===== src/rtl/u8d_pkg.sv =====
`timescale 1ns / 1ps
// ----------------------------------------------------------------------------
// UTF-8 stream decoder package
// Shared widths, result record and lead byte classification.
// ----------------------------------------------------------------------------
package u8d_pkg;

  localparam int unsigned CpW      = 31;
  localparam int unsigned RemW     = 3;
  localparam int unsigned FifoDepth = 4;
  localparam int unsigned FifoPtrW = $clog2(FifoDepth);
  localparam int unsigned FifoCntW = $clog2(FifoDepth + 1);

  localparam logic [CpW-1:0] ReplCp = CpW'(32'h0000_FFFD);

  typedef struct packed {
    logic [CpW-1:0] cp;
    logic           repl;
    logic           last;
  } res_t;

  // Continuation bytes a lead byte announces; zero for anything not a lead.
  function automatic logic [RemW-1:0] tail_of(input logic [7:0] b);
    logic [RemW-1:0] t;
    t = '0;
    case (b) inside
      [8'hC0:8'hDF]: t = 3'd1;
      [8'hE0:8'hEF]: t = 3'd2;
      [8'hF0:8'hF7]: t = 3'd3;
      [8'hF8:8'hFB]: t = 3'd4;
      [8'hFC:8'hFD]: t = 3'd5;
      default:       t = 3'd0;
    endcase
    return t;
  endfunction

endpackage


===== src/rtl/u8d_decode.sv =====
`timescale 1ns / 1ps
// ----------------------------------------------------------------------------
// UTF-8 decode step
// Holds the open sequence state and turns one byte into up to two results.
// ----------------------------------------------------------------------------
module u8d_decode (
  input  logic                clk_i,
  input  logic                rst_ni,
  input  logic                fire_i,
  input  logic [7:0]          byte_i,
  output logic [1:0]          n_o,
  output u8d_pkg::res_t       r0_o,
  output u8d_pkg::res_t       r1_o
);
  import u8d_pkg::*;

  logic [CpW-1:0]  pv_q, pv_d;
  logic [RemW-1:0] rem_q, rem_d;
  logic [RemW-1:0] tail;
  logic [5:0]      mask;
  logic            cont;
  logic            fresh_emit;
  res_t            fresh;

  assign tail = tail_of(byte_i);
  assign mask = 6'h3F >> tail;
  assign cont = (byte_i[7:6] == 2'b10);

  // Fresh decode: non-NUL ASCII passes; stray cont. byte, 0xFE/0xFF: U+FFFD.
  assign fresh_emit = (byte_i != 8'h00) && (!byte_i[7] || (tail == '0));
  assign fresh.cp   = byte_i[7] ? ReplCp : CpW'(byte_i);
  assign fresh.repl = byte_i[7];
  assign fresh.last = 1'b1;

  always_comb begin
    pv_d  = pv_q;
    rem_d = rem_q;
    r0_o  = '0;
    r1_o  = '0;
    n_o   = 2'd0;
    if ((rem_q != '0) && cont) begin
      pv_d  = {pv_q[CpW-7:0], byte_i[5:0]};
      rem_d = rem_q - RemW'(1);
      if (rem_q == RemW'(1)) begin
        r0_o = '{cp: pv_d, repl: 1'b0, last: 1'b1};
        n_o  = 2'd1;
      end
    end else begin
      if (rem_q != '0) begin
        // broken sequence
        r0_o  = '{cp: ReplCp, repl: 1'b1, last: 1'b1};
        n_o   = 2'd1;
        rem_d = '0;
        pv_d  = '0;
      end
      if ((byte_i != 8'h00) && (tail != '0)) begin
        pv_d  = CpW'(byte_i[5:0] & mask);
        rem_d = tail;
      end
      if (fresh_emit) begin
        if (n_o == 2'd1) begin
          r0_o.last = 1'b0;
          r1_o      = fresh;
          n_o       = 2'd2;
        end else begin
          r0_o = fresh;
          n_o  = 2'd1;
        end
      end
    end
  end

  always_ff @(posedge clk_i or negedge rst_ni) begin
    if (!rst_ni) begin
      pv_q  <= '0;
      rem_q <= '0;
    end else if (fire_i) begin
      pv_q  <= pv_d;
      rem_q <= rem_d;
    end
  end

endmodule


===== src/rtl/u8d_out_fifo.sv =====
`timescale 1ns / 1ps
// ----------------------------------------------------------------------------
// UTF-8 decoder result queue
// Small queue taking up to two results a cycle and handing out one.
// ----------------------------------------------------------------------------
module u8d_out_fifo (
  input  logic                           clk_i,
  input  logic                           rst_ni,
  input  logic [1:0]                     push_n_i,
  input  u8d_pkg::res_t                  push0_i,
  input  u8d_pkg::res_t                  push1_i,
  input  logic                           pop_i,
  output logic                           room2_o,
  output logic                           not_empty_o,
  output u8d_pkg::res_t                  head_o,
  output logic [u8d_pkg::FifoCntW-1:0]   cnt_o
);
  import u8d_pkg::*;

  res_t                mem [FifoDepth];
  logic [FifoPtrW-1:0] wr_q, wr_d, rd_q, rd_d;
  logic [FifoCntW-1:0] cnt_q, cnt_d;
  logic [FifoPtrW-1:0] wr_next;

  assign wr_next     = wr_q + FifoPtrW'(1);
  assign room2_o     = (cnt_q <= FifoCntW'(FifoDepth - 2));
  assign not_empty_o = (cnt_q != '0);
  assign head_o      = mem[rd_q];
  assign cnt_o       = cnt_q;

  always_comb begin
    wr_d  = wr_q + FifoPtrW'(push_n_i);
    rd_d  = pop_i ? rd_q + FifoPtrW'(1) : rd_q;
    cnt_d = cnt_q + FifoCntW'(push_n_i) - FifoCntW'(pop_i);
  end

  always_ff @(posedge clk_i) begin
    if (push_n_i != 2'd0) begin
      mem[wr_q] <= push0_i;
    end
    if (push_n_i == 2'd2) begin
      mem[wr_next] <= push1_i;
    end
  end

  always_ff @(posedge clk_i or negedge rst_ni) begin
    if (!rst_ni) begin
      wr_q  <= '0;
      rd_q  <= '0;
      cnt_q <= '0;
    end else begin
      wr_q  <= wr_d;
      rd_q  <= rd_d;
      cnt_q <= cnt_d;
    end
  end

endmodule


===== src/rtl/utf8_stream_decoder_core.sv =====
`timescale 1ns / 1ps
// ----------------------------------------------------------------------------
// UTF-8 stream decoder core
// Decodes a UTF-8 byte stream into code points, one byte per unstalled cycle.
// ----------------------------------------------------------------------------
// Input channel: one byte per request (in_valid_i / in_stall_o / byte_in_i).
// Output channel: one code point per request (out_valid_o / out_stall_i),
// with is_replacement_o for U+FFFD on malformed input and last_of_run_o
// on the last result a byte produced. A byte yields zero, one or two results.
// Path: a byte is registered, then decoded into a four entry result queue,
// and shows at the output from the head of the queue.
// Throughput: one byte per cycle while the receiver keeps up; the second
// result of a byte that yields two is absorbed by the queue.
// The decode step needs two free queue slots, so the input stalls whenever
// a byte is waiting and the queue holds three or more results.
// Reset clears the open sequence, the input valid flag and the queue; no
// result is pending after reset. A stalled result holds its value.
// ----------------------------------------------------------------------------
module utf8_stream_decoder_core (
  input  logic                    clk_i,
  input  logic                    rst_ni,
  input  logic                    in_valid_i,
  output logic                    in_stall_o,
  input  logic [7:0]              byte_in_i,
  output logic                    out_valid_o,
  input  logic                    out_stall_i,
  output logic [u8d_pkg::CpW-1:0] code_point_o,
  output logic                    is_replacement_o,
  output logic                    last_of_run_o
);
  import u8d_pkg::*;

  logic                vld_q, vld_d;
  logic [7:0]          byte_q;
  logic                room2;
  logic                fire;
  logic                pop;
  logic                not_empty;
  logic [1:0]          n;
  logic [1:0]          push_n;
  res_t                r0, r1, head;
  logic [FifoCntW-1:0] cnt;

  assign fire       = vld_q && room2;
  assign in_stall_o = vld_q && !room2;
  assign vld_d      = in_valid_i || in_stall_o;
  assign push_n     = fire ? n : 2'd0;
  assign pop        = not_empty && !out_stall_i;

  always_ff @(posedge clk_i or negedge rst_ni) begin
    if (!rst_ni) begin
      vld_q <= 1'b0;
    end else begin
      vld_q <= vld_d;
    end
  end

  always_ff @(posedge clk_i) begin
    if (!in_stall_o) begin
      byte_q <= byte_in_i;
    end
  end

  u8d_decode u_decode (
    .clk_i  (clk_i),
    .rst_ni (rst_ni),
    .fire_i (fire),
    .byte_i (byte_q),
    .n_o    (n),
    .r0_o   (r0),
    .r1_o   (r1)
  );

  u8d_out_fifo u_fifo (
    .clk_i       (clk_i),
    .rst_ni      (rst_ni),
    .push_n_i    (push_n),
    .push0_i     (r0),
    .push1_i     (r1),
    .pop_i       (pop),
    .room2_o     (room2),
    .not_empty_o (not_empty),
    .head_o      (head),
    .cnt_o       (cnt)
  );

  assign out_valid_o      = not_empty;
  assign code_point_o     = head.cp;
  assign is_replacement_o = head.repl;
  assign last_of_run_o    = head.last;

  // queue never overfills
  a_cnt_bound: assert property (@(posedge clk_i) disable iff (!rst_ni)
    cnt <= FifoCntW'(FifoDepth))
    else $error("result queue overflow");

  // a replacement always carries U+FFFD
  a_repl_value: assert property (@(posedge clk_i) disable iff (!rst_ni)
    (out_valid_o && is_replacement_o) |-> (code_point_o == ReplCp))
    else $error("replacement with wrong code point");

  // both results of a byte are queued together, so the second follows at once
  a_run_follows: assert property (@(posedge clk_i) disable iff (!rst_ni)
    (out_valid_o && !out_stall_i && !last_of_run_o) |=> out_valid_o)
    else $error("second result of a byte missing");

  // decode only fires with two free slots
  a_fire_room: assert property (@(posedge clk_i) disable iff (!rst_ni)
    (fire && (n == 2'd2)) |-> (cnt <= FifoCntW'(FifoDepth - 2)))
    else $error("double push without room");

endmodule

===== config.mk =====
export PLATFORM = sky130hd
export DESIGN_NAME = utf8_stream_decoder_core
export DESIGN_NICKNAME = d
export VERILOG_FILES = /design/src/rtl/u8d_pkg.sv /design/src/rtl/u8d_decode.sv /design/src/rtl/u8d_out_fifo.sv /design/src/rtl/utf8_stream_decoder_core.sv
export SDC_FILE = /design/constraint.sdc
export NUM_CORES = 1
export LEC_CHECK = 0
export BUFFER_PORTS_ARGS = -buffer_cell sky130_fd_sc_hd__buf_2
export CORE_UTILIZATION = 25
export DETAILED_ROUTE_END_ITERATION = 12
export GPL_ROUTABILITY_DRIVEN = 1
export SLEW_MARGIN = 20
export SYNTH_ARGS = -nofsm -noshare
export SYNTH_HDL_FRONTEND = slang
export SYNTH_SLANG_ARGS = --single-unit

===== constraint.sdc =====
create_clock -name clk_i -period 4.9 [get_ports clk_i]
set_input_delay 0 -clock clk_i [delete_from_list [all_inputs] [get_ports clk_i]]
set_output_delay 0 -clock clk_i [all_outputs]
set_load 0.01 [all_outputs]

; Word level (Yosys, flattened, before mapping)
; Memory sizes are Yosys's and may differ from the RTL's.
; Index checks and enable logic that the tools add are counted.
[word_totals]
n_memories = 1
elab_cells = 87
ff_bits = 44
output_inout_bits = 35
ramBits = 132
[memory_table]
columns = memory, depth, width, rd, rd_clocked_by_memory_dff, wr, line_no
row1 = u_fifo.mem, 4, 33, 1, 0, 2, u8d_out_fifo.sv:20  ; res_t mem [FifoDepth];
[op_classes]
n_bitwise = 1
magnitude_cmp = 11
reduce_logical = 24
mux = 32
eq_ne = 4
shifts = 1
addsub = 6
[ops]
columns = cell, count
row1 = $mux 33, 6
row2 = $mux 25, 3
row3 = $ge 8x8->1 const B, 5
row4 = $le 8x8->1 const B, 5
row5 = $mux 32, 1
row6 = $mux 3, 8
row7 = $mux 18, 1
row8 = $mux 16, 1
row9 = $reduce_bool 3->1, 4
row10 = $logic_and 1x1->1, 11
row11 = $mux 2, 5
row12 = $reduce_bool 8->1, 1
row13 = $mux 1, 7
row14 = $and 6x6->6, 1
row15 = $shr 6x3->6 const A, 1
row16 = $add 2x1->2 const B, 2
row17 = $eq 2x2->1 const B, 2
row18 = $add 3x2->3, 1
row19 = $eq 3x1->1 const B, 1
row20 = $le 3x2->1 const B, 1
row21 = $logic_not 1->1, 3
row22 = $logic_not 3->1, 1
row23 = $sub 3x1->3, 1
row24 = $sub 3x1->3 const B, 1
row25 = other kinds (5), 6

; Depth between registers and ports, before layout
[logic_depth]
depth_word = 16
depth_mapped = 14
ltp_nobuf = 11

; Modules after synthesis
; A second synthesis with hierarchy kept.
[unflattened]
hier_cells = 635
area_unflattened_um2 = 9160.0
[by_module_without_submodules]
columns = mod, cells_each, area_per_inst_um2, instances, seq_area_each_um2
row1 = u8d_out_fifo, 359, 6820.3, 1, 4139.0
row2 = u8d_decode, 260, 2024.4, 1, 700.7
row3 = utf8_stream_decoder_core, 16, 315.3, 1, 265.3

; Worst setup path before layout
; OpenSTA, ideal clock, no wires.
[synth_path]
path_kind = reg-to-reg
from = register byte_q[2]
to = memory u_fifo.mem[3][0] in the netlist's numbering, enable pin
setup_slack_ns = 1.587
t_required_ns = 4.521
path_buffers = 3
setup_ns = 0.379
stages_incl_launch_ff = 11
arrival_ns = 2.933
period_less_slack_ns = 3.313
path_cell_list = edfxtp_1 clkbuf_1 or4_1 nor2_1 nor2_1 ha_1 o22ai_1 a21o_1 buf_2 clkbuf_1 nand2_1
[synth_lines]
columns = element, line_no
row1 = "start, declared", utf8_stream_decoder_core.sv:34  ; logic [7:0] byte_q;
row2 = "start signal, assigned", utf8_stream_decoder_core.sv:60  ; byte_q <= byte_in_i;
row3 = "end, declared", u8d_out_fifo.sv:20

==> insert_results.sql <==
INSERT INTO impl_metrics (metric_group, metric, value, unit) VALUES
('layout', 'layout.cells.most_common', 'sky130_fd_sc_hd__o21ai_0', ''),
('worst_hold_path', 'hold_path.class', 'primary input to async pin', ''),
('floorplanning', 'floorplan.core_area', '0.0308', 'mm²'),
('critical_path', 'endpoint', 'u_fifo.mem[0][6]$_DFFE_PP_', ''),
('clock_tree', 'post_cts_resize_count', '0', ''),
('synth', 'syn-num-nets', '724', ''),
('timing', 'fin_skew', '0.00785', 'ns'),
('floorplanning', 'initial_core_utilization', '0.256', ''),
('timing', 'worstMarginPinSlew', '0.886', 'ns'),
('floorplanning', 'floorplan.die_area', '0.0323', 'mm²'),
('routing', 'antenna_left', '0', ''),
('grt', 'grt_pass1_vias', '5674', ''),
('routing', 'vias', '5786', ''),
('layout', 'regArea', '0.00451', 'mm²'),
('grt', 'groute.layer.met1.usage', '0.183', ''),
('synth', 'synth.lib_cells_used.distinct', '52', ''),
('synth', 'yosysSeqAreaShare', '0.571', ''),
('grt', 'antenna_found_initial', '0', ''),
('synth', 'synth-warning-count', '0', ''),
('timing', 'setup-tns-final', '0', 'ns'),
('critical_path', 'timing.critical_path.slowest_cell_delay', '0.72', 'ns'),
('synth', 'synthesis.area', '0.00789', 'mm²'),
('timing', 'fin_crit_sh', '0.825', ''),
('critical_path', 'crit_path_top_delay_cell', 'sky130_fd_sc_hd__nand2_1', ''),
('layout', 'multi_input_comb_area', '0.00309', 'mm²'),
('critical_path', 'cp-startpoint', 'u_decode.rem_q[0]$_DFFE_PN0P_', ''),
('timing', 'timing.final.setup_violations', '0', ''),
('timing', 'maxClockFrequency', '0.247', 'GHz'),
('clock_tree', 'clockRootBuffer', 'sky130_fd_sc_hd__clkbuf_16', ''),
('critical_path', 'ff2ff_setup_slack', '0.86', 'ns'),
('floorplanning', 'fp-row-count', '64', ''),
('critical_path', 'critical_path.cell_chain', 'inv_1, ha_1, nor2b_1, inv_1, ha_1, nor2b_1, o21ai_1, or2_2, nand2_1', ''),
('clock_tree', 'worstSkewPairLatency', '0.44', 'ns'),
('routing', 'drt_drc_violations_left', '3', ''),
('placed_design', 'placed_cell_area', '0.00847', 'mm²'),
('run', 'max-cap-violations', '0', ''),
('critical_path', 'timing.critical_path.arrival', '4.10', 'ns'),
('synth', 'yosys_most_used_dff', 'sky130_fd_sc_hd__edfxtp_1', ''),
('critical_path', 'timing.critical_path.fanout_max', '19', ''),
('grt', 'largest_net_degree_at_the_start_of_global_routing', '50', ''),
('critical_path', 'worstSetupStartpointType', 'flop', ''),
('routing', 'detail_route.iter0.violations', '470', ''),
('layout', 'diodes_inserted', '0', ''),
('critical_path', 'worstRegToRegCells', '9', ''),
('synth', 'synth.avg_cell_area', '11.2', 'µm²'),
('timing', 'slew_limit_fails', '0', ''),
('critical_path', 'endpoint_kind', 'flop', ''),
('grt', 'met2_usage', '0.213', ''),
('placed_design', 'portBuffers', '46', ''),
('grt', 'gr-total-overflow', '0', ''),
('critical_path', 'timing.critical_path.required', '4.96', 'ns'),
('grt', 'grt_util_met3', '0.0235', ''),
('synth', 'netlist.area_leader.share', '0.305', ''),
('synth', 'async_flop_share', '0.205', ''),
('synth', 'synth-seq-cells', '176', ''),
('clock_tree', 'numClockSinks', '176', ''),
('critical_path', 'setup.worst_path.class', 'flop to flop', ''),
('synth', 'synth_top_area_cell', 'sky130_fd_sc_hd__edfxtp_1', ''),
('routing', 'route.final.wire_length', '20800', 'µm'),
('status', 'failed_checks', 'DRC', ''),
('status', 'status', 'finished, violations left', ''),
('timing', 'final-hold-violation-count', '0', ''),
('clock_tree', 'post_cts_hold_buffer_count', '11', ''),
('timing', 'timing.final.crit_period', '4.04', 'ns'),
('layout', 'synth_to_layout_area_growth', '16.5', '%'),
('grt', 'grtUsageTotal', '0.134', ''),
('grt', 'busiest_layer', 'met2', ''),
('grt', 'grt_pass1_wl', '33400', 'µm'),
('layout', 'design.final.nets', '758', ''),
('clock_tree', 'worst_setup_hold_path_clk_slew', '0.07', 'ns'),
('clock_tree', 'numCtsBuffers', '17', '');
[synth_stat cells (3+ instances only)]
cell                        count
sky130_fd_sc_hd__dfrtp_1       36
sky130_fd_sc_hd__nand2b_1       5
sky130_fd_sc_hd__edfxtp_1      80
sky130_fd_sc_hd__nor2_1        52
sky130_fd_sc_hd__nor2b_1        4
sky130_fd_sc_hd__nand3_1       34
sky130_fd_sc_hd__or4_1          3
sky130_fd_sc_hd__clkbuf_1      35
sky130_fd_sc_hd__or3_1          3
sky130_fd_sc_hd__a22oi_1       33
sky130_fd_sc_hd__a21o_1         3
sky130_fd_sc_hd__mux4_2        33
sky130_fd_sc_hd__nor3_1         5
sky130_fd_sc_hd__dfxtp_1       60
sky130_fd_sc_hd__o221ai_1       4
sky130_fd_sc_hd__o2111ai_1      3
sky130_fd_sc_hd__or2_2          3
sky130_fd_sc_hd__o21ai_0       91
sky130_fd_sc_hd__buf_6          4
sky130_fd_sc_hd__nand3b_1       4
sky130_fd_sc_hd__ha_1           8
sky130_fd_sc_hd__xnor2_1        4
sky130_fd_sc_hd__o21ai_1       15
sky130_fd_sc_hd__inv_1         13
sky130_fd_sc_hd__buf_2         13
sky130_fd_sc_hd__o22ai_1       21
sky130_fd_sc_hd__a21oi_1       24
sky130_fd_sc_hd__nand2_1       78
[report_power, final]
part / total, mW / internal [mW] / switching [mW] / leakage, nW
Sequential: 2.09 / 1.88 / 0.215 / 1.71
Combinational: 1.97 / 0.661 / 1.31 / 1.29
Clock: 1.42 / 0.813 / 0.609 / 0.293
[worst max-delay path, delay by kind of cell (launching register included)]
| kind | cells | cell delay (ns) |
|---|---|---|
| simple gates | 4 | 1.98 |
| flops | 1 | 0.40 |
| compound gates | 1 | 0.19 |
| fa+ha+maj | 2 | 0.63 |
| buf+inv | 2 | 0.45 |
[cell type report]
type / count / share of cell area
inverters: 13 / 0.00531
repair buffers: 70 / 0.0476
clock buffers: 18 / 0.0467
multi-input cells: 459 / 0.337
well taps: 396 / 0.0539
clock inverters: 14 / 0.0197
flip-flops and latches: 176 / 0.490
[how the worst min path moves through the flow]
stage / from / to / slack [ns]
floorplan: rst_ni / u_decode.pv_q[0]$_DFFE_PN0P_ / -0.30
global placement: rst_ni / u_decode.pv_q[22]$_DFFE_PN0P_ / 0.17
detailed placement: rst_ni / u_decode.pv_q[22]$_DFFE_PN0P_ / 0.17
CTS: rst_ni / u_decode.pv_q[3]$_DFFE_PN0P_ / 0.26
global route: byte_in_i[5] / byte_q[5]$_DFFE_PN_ / 0.30
finish: rst_ni / u_decode.pv_q[16]$_DFFE_PN0P_ / 0.23
[metrics by stage]
step           power [mW]  hold WS, ns  setup WS (ns)   util  cells
3_3_place_gp         4.05        0.168           1.02  0.275   1103
3_5_place_dp         4.09        0.170          0.915  0.275   1103
4_1_cts              5.50        0.260          0.891  0.298   1146
2_1_floorplan        3.43       -0.296           1.59      -    703
5_1_grt              5.79        0.296          0.590  0.298   1146
6_report             5.49        0.234          0.858  0.298   1146
[routing by layer]
metal / routed length, µm / vias to the layer above
li1: - / 2690
met1: 9650 / 2858
met2: 9840 / 214
met3: 1040 / 24
met4: 319 / 0
met5: 0 / -
[logic make-up after synthesis]
kind of cell	after synthesis	share of synthesized area
compound gates	209	0.157
flops	176	0.571
buf+inv	68	0.0387
xor+xnor	6	0.00666
simple gates	201	0.115
fa+ha+maj	9	0.0152
mux	34	0.0957
[sequential cells by signal, summed over array words and instances (netlist names)]
signal,count
u_decode.pv_q,25
u_fifo.wr_q,2
u_decode.rem_q,3
u_fifo.cnt_o,3
byte_q,8
vld_q,1
u_fifo.mem,132
u_fifo.rd_q,2
Power figures use the tool's default switching activity.
